--- src/hdl/tlbpt_pkg.sv ---
// Package with the shared constants and item types of the TLB and page table translator.
`timescale 1ns / 1ps
`default_nettype none
package tlbpt_pkg;

  localparam int PAGE_OFFSET_BITS = 12;
  localparam int NUM_VIRTUAL_PAGES = 1024;
  localparam int TLB_ENTRIES = 16;
  localparam int NUM_FRAMES = 128;

  localparam int VA_WIDTH = 22;
  localparam int PA_WIDTH = 19;

  typedef struct packed {
    logic                action;
    logic [VA_WIDTH-1:0] virt_addr;
  } req_t;

  typedef struct packed {
    logic [PA_WIDTH-1:0] phys_addr;
    logic                tlb_hit;
    logic                page_fault;
    logic                frames_exhausted;
  } rsp_t;

endpackage
`default_nettype wire

--- src/hdl/tlbpt_tlb.sv ---
// FIFO-replaced TLB storage with a registered read port and an insert port.
`timescale 1ns / 1ps
`default_nettype none
module tlbpt_tlb #(
  parameter int TLB_ENTRIES = tlbpt_pkg::TLB_ENTRIES,
  parameter int PAGE_W = $clog2(tlbpt_pkg::NUM_VIRTUAL_PAGES),
  parameter int FRAME_W = $clog2(tlbpt_pkg::NUM_FRAMES),
  localparam int IDX_W = (TLB_ENTRIES > 1) ? $clog2(TLB_ENTRIES) : 1,
  localparam int CNT_W = $clog2(TLB_ENTRIES + 1)
) (
  input  wire logic               clk,
  input  wire logic               rst,
  input  wire logic [IDX_W-1:0]   rd_idx,
  output logic      [PAGE_W-1:0]  rd_page,
  output logic      [FRAME_W-1:0] rd_frame,
  input  wire logic               insert,
  input  wire logic [PAGE_W-1:0]  ins_page,
  input  wire logic [FRAME_W-1:0] ins_frame,
  output logic      [CNT_W-1:0]   fill_count
);

  logic [PAGE_W-1:0]  page_mem  [TLB_ENTRIES];
  logic [FRAME_W-1:0] frame_mem [TLB_ENTRIES];
  logic [IDX_W-1:0]   oldest;
  logic               full;
  logic [IDX_W-1:0]   slot;

  assign full = (fill_count == CNT_W'(TLB_ENTRIES));
  assign slot = full ? oldest : fill_count[IDX_W-1:0];

  always_ff @(posedge clk) begin
    if (rst) begin
      fill_count <= '0;
      oldest <= '0;
    end else if (insert) begin
      if (full) begin
        oldest <= (oldest == IDX_W'(TLB_ENTRIES - 1)) ? '0 : oldest + 1'b1;
      end else begin
        fill_count <= fill_count + 1'b1;
      end
    end
  end

  always_ff @(posedge clk) begin
    if (insert) begin
      page_mem[slot] <= ins_page;
      frame_mem[slot] <= ins_frame;
    end
    rd_page <= page_mem[rd_idx];
    rd_frame <= frame_mem[rd_idx];
  end

endmodule
`default_nettype wire

--- config.mk ---
export PLATFORM = sky130hd
export DESIGN_NAME = tlbpt_tlb
export DESIGN_NICKNAME = d
export VERILOG_FILES = /design/src/hdl/tlbpt_pkg.sv /design/src/hdl/tlbpt_tlb.sv
export SDC_FILE = /design/constraint.sdc
export NUM_CORES = 1
export LEC_CHECK = 0
export BUFFER_PORTS_ARGS = -buffer_cell sky130_fd_sc_hd__buf_2
export CAP_MARGIN = 10
export CORE_ASPECT_RATIO = 1.25
export CORE_UTILIZATION = 50
export CTS_CLUSTER_SIZE = 14
export DETAILED_ROUTE_END_ITERATION = 8
export GPL_TIMING_DRIVEN = 0
export HOLD_SLACK_MARGIN = 0.1
export PLACE_DENSITY = 0.64
export SLEW_MARGIN = 0
export SYNTH_ARGS = -nofsm -noshare
export SYNTH_HDL_FRONTEND = slang
export SYNTH_SLANG_ARGS = --single-unit
export TNS_END_PERCENT = 100
--- constraint.sdc ---
create_clock -name clk -period 7.9 [get_ports clk]
set_clock_uncertainty 0.2 [all_clocks]
set_input_delay 1.185 -clock clk [delete_from_list [all_inputs] [get_ports clk]]
set_output_delay 1.185 -clock clk [all_outputs]
set_load 0.01 [all_outputs]
# Yosys cells after proc, flatten, opt, wreduce, memory -nomap -nowiden
# Memory sizes are Yosys's and may differ from the RTL's. A register that Yosys moved wholly into a read port is not among the register bits.
# Cells that the tools add are included.
word_totals:
  mem_count: 2
  output_inout_bits: 22
  regBits: 9
  inputBits: 24
  ramBits: 272
op_classes:
  add_sub_neg: 2
  muxes: 4
  n_reduce_logical: 2
  eq_ne: 2
  bitwise: 1
mem_list:
  columns: ["name", "depth", "word_bits", "read_ports", "rd_clocked_by_memory_dff", "write_ports", "line_no", "rtl"]
  rows:
  - ["page_mem", 16, 10, 1, 1, 1, "tlbpt_tlb.sv:22", "logic [PAGE_W-1:0] page_mem [TLB_ENTRIES];"]
  - ["frame_mem", 16, 7, 1, 1, 1, "tlbpt_tlb.sv:23", "logic [FRAME_W-1:0] frame_mem [TLB_ENTRIES];"]
ops:
  columns: ["cell", "count"]
  rows:
  - ["2-to-1 mux 4 bit", 2]
  - ["adder 5 x 1 -> 5 bit (second input constant)", 1]
  - ["equality test 5 bit (second input constant)", 1]
  - ["adder 4 x 1 -> 4 bit (second input constant)", 1]
  - ["equality test 4 bit (second input constant)", 1]
  - ["AND reduction 2 bit", 2]
  - ["2-to-1 mux 1 bit", 2]
  - ["NOT 1 bit", 1]

# Longest topological paths before layout
logic_depth:
  word_depth: 3
  mapped_depth: 6
  depth_no_buf: 5

# Worst setup path after synthesis
# No wires, ideal clock.
synth_timing:
  path_type: "in2reg"
  startpoint: "input insert"
  endpoint: "memory frame_mem[10][0] (netlist bit) (enable)"
  required_time_ps: 7265
  cell_stages: 4
  setup_ps: 435
  path_slack_ps: 3818
  arrival_ps: 3447
  cell_sequence: "clkbuf_1 > inv_1 > clkbuf_1 > nor4_1"
synth_via:
  elab_chain_cells: 2
synth_lines:
  columns: ["item", "line_no", "rtl"]
  rows:
  - ["start: declaration", "tlbpt_tlb.sv:16", "input wire logic insert,"]
  - ["2-to-1 mux 1 bit", "tlbpt_tlb.sv:45", "if (insert) begin"]
  - ["2-to-1 mux 1 bit (implied by the code)", "tlbpt_tlb.sv:47", "frame_mem[slot] <= ins_frame;"]
  - ["end: declaration", "tlbpt_tlb.sv:23", null]
# No other way between the ends.

# Worst setup path after layout
layout_timing:
  startpoint: "register fill_count[0]"
  endpoint: "memory frame_mem[6][3] (netlist bit) (enable)"
layout_via:
  elab_chain_cells: 2
layout_lines:
  columns: ["item", "line_no", "rtl"]
  rows:
  - ["start: declaration", "tlbpt_tlb.sv:19", "output logic [CNT_W-1:0] fill_count"]
  - ["start signal: assignment", "tlbpt_tlb.sv:39", "fill_count <= fill_count + 1'b1;"]
  - ["equality test 5 bit", "tlbpt_tlb.sv:28", "assign full = (fill_count == CNT_W'(TLB_ENTRIES));"]
  - ["2-to-1 mux 4 bit *", "tlbpt_tlb.sv:29", "assign slot = full ? oldest : fill_count[IDX_W-1:0];"]
# Every way passes the cells marked *; elsewhere a longest branch is shown, timed or not.

==> reports/metrics.csv <==
metric,value,unit
worst endpoint data arrival time,3.38,ns
CP endpoint kind,flip-flop,
CP bufs+invs,3,
Post-Syn Nets,549,
die width,136,um
nets@finish,655,
required time worst endpoint,7.94,ns
Initial Utilization,0.516,
CTS Root Cell,clkbuf_16,
Post-synth ARST share,0,
area growth from synthesis to layout,16.9,%
WS Path Type,flip-flop to flip-flop,
H-tree depth,1,
final worst-path cycle share,0.422,
Resize count post-CTS,0,
post-route cell area,13100,um^2
Synth Area in XOR/XNOR,0.00156,
CTS sink cnt,298,
DRC,0,
first-pass GRT wire length,35200,um
Synth Cell Area,11200,um^2
share of layout cells above drive strength 1,0.335,
initial antenna violation count,1,
largest family of logic cells by synthesized area,multiplexers,
reg2reg setup slack,4.57,ns
Placed Area,12200,um^2
CP cell instances,inv_1 > ha_1 > and4bb_1 > buf_6 > mux2i_1 > nor4_2 > buf_4,
Main synth FF type,edfxtp_1,
WL per Instance,25.4,um
vias in the first global route,5695,
Setup Buffers After CTS,0,
setup violators final,0,
routed wire length,23600,um
Ant. Diodes,0,
routed via count,5497,
unrepaired setup endpoints after global routing,no,
Ys Warns,0,
GR Overflow Total,0,
setup TNS,0,ns
Hold WS,0.381,ns
Synth Area in Simple Gates,0.0304,
I/O pin total,46,
post-detail-place hpwl,15800,um
Hold Path End,oldest[2],
DIE AREA,23100,um^2
compound-cell area share of the yosys netlist,0.0330,
fin cells,929,
peak supply drop,0.170,mV
largest net degree at the start of global routing,17,
fin crit period,3.33,ns
"CTS clk-pin slew, worst paths",0.06,ns
dpl cells,877,
DR pass1 iterations,5,
total CTS buffers,28,
row cnt,60,
slowest CP cell,nor4_2,
mux share of post-synthesis cell area,0.141,
Min-Delay Path Depth,2,
hold_sp,oldest[2],
Routed Antenna Nets,0,
fmax,300,MHz
Slew headroom,0.289,
power per cell area,247,nW/um^2
Max Cap Violations,0,
critical path depth,7,
top fanout value on the critical path,8,
reg2reg end,frame_mem[6][3],
R2R depth,7,
CP peak stage delay,0.99,ns
Synth Area in Adders,0.00334,
global placement routability congestion,0.718,
launching point of the worst reg2reg path,fill_count[0],
Worst Tran Pin Value,1.06,ns
Leak,0.00433,uW
core area,21800,um^2
Final Power,3240,uW
Yosys reg bits,298,
hold_buf cts,0,
"EDFF count, synth",272,
Startpoint Class,flip-flop,
"Hold Vio Cnt, Final",0,
DR iter-0 viols,509,
Max clock buf depth,3,
CTS tree,yes,
register area share after synthesis,0.774,
synth unique cells,42,
Cells after Synth,522,
Max Slew Vio Count,0,
Worst Setup SP,fill_count[0],
outcome,finished clean,
Tot GR Track Use,0.215,
Hold Path Class,flip-flop to flip-flop,
Vias/cell,5.92,
clk_lat worst skew,0.54,ns
"CP delay by family, top",simple AND/OR/NAND/NOR gates,
syn_area_per_cell,21.5,um^2
Die Height,170,um
IO Port Bufs,41,
cells by family after synthesis:
kind of cell	after synthesis
buffers and inverters	34
XOR/XNOR	2
flip-flops	298
adder cells (fa/ha/maj)	3
AND/OR/NAND/NOR	60
multiplexers	72
AO/OA/AOI/OAI	53
Yosys cell counts, drive strengths merged, types with 3 or more instances:
cell type | count | area share
clkbuf | 13 | 0.0043
nor2b | 3 | 0.0017
nor2 | 3 | 0.0010
buf | 16 | 0.011
nand3b | 3 | 0.0020
nor4 | 8 | 0.0045
a21oi | 6 | 0.0027
nor3 | 8 | 0.0036
dfxtp | 26 | 0.046
edfxtp | 272 | 0.73
nand2 | 17 | 0.0057
and4b | 3 | 0.0027
mux4 | 68 | 0.14
ha | 3 | 0.0033
o21ai | 5 | 0.0022
a22oi | 34 | 0.023
inv | 5 | 0.0017
nand4 | 3 | 0.0017
final cells by class:
type,count,area [um^2]
tap,279,349
clock inverter,12,149
multi-input combinational,190,2440
sequential,298,8690
clock buffer,40,776
inverter,5,18.8
timing repair buffer,76,528
fill,1575,8650
buffer,29,168
how the worst max path moves through the flow:
stage	to
CTS	page_mem[6][9]
detailed placement	frame_mem[6][3]
finish	frame_mem[6][3]
global route	frame_mem[6][3]
global placement	frame_mem[4][2]
floorplan	frame_mem[10][0]
per-layer routing:
metal | part of all wire | up-vias | global-route usage
met4 | 0.026 | 2 | 0.0652
met1 | 0.39 | 2866 | 0.287
met2 | 0.52 | 173 | 0.366
met5 | 0.00055 | - | 0
li1 | - | 2413 | -
met3 | 0.058 | 43 | 0.0329
tightest hold or removal path, delay by kind of cell (launching register included):
family / cells / cell delay (ns)
AOI/OAI and AO/OA: 2 / 0.16
DFF: 1 / 0.38
report_power, final:
part / switching (uW) / internal (uW)
Combinational: 96.1 / 64.0
Sequential: 6.05 / 1740
Clock: 551 / 783
Total: 653 / 2590
state kept, by name (all words and copies together), names as in the netlist:
name	flops
rd_frame	7
oldest	4
fill_count	5
rd_page	10
frame_mem	112
page_mem	160
through the flow:
step,setup WS [ns],utilization
final,4.57,0.603
after detailed placement,4.17,0.560
after CTS,4.50,0.603
after floorplan,3.82,-
after global placement,1.60,0.541
after global routing,4.40,0.603
cell usage in the layout, fill, tap and decap left out, drive strengths merged, types with 2 or more instances in the layout:
cell type | synthesis | layout
inv | 5 | 5
nor3 | 8 | 8
and4b | 3 | 3
nand3b | 3 | 3
nor4 | 8 | 8
mux2 | 2 | 2
a22oi | 34 | 34
mux2i | 2 | 2
nor2 | 3 | 3
nand2 | 17 | 17
o21ai | 5 | 5
edfxtp | 272 | 272
nor2b | 3 | 3
dfxtp | 26 | 26
mux4 | 68 | 68
a21o | 2 | 2
buf | 16 | 92
clkbuf | 13 | 53
a21oi | 6 | 6
bufinv | 0 | 3
a31oi | 2 | 2
and2 | 2 | 2
ha | 3 | 3
xor2 | 2 | 2
nand4 | 3 | 3
clkinv | 0 | 8
nand3 | 2 | 2
Note: power is estimated with default switching activity, not from simulation.
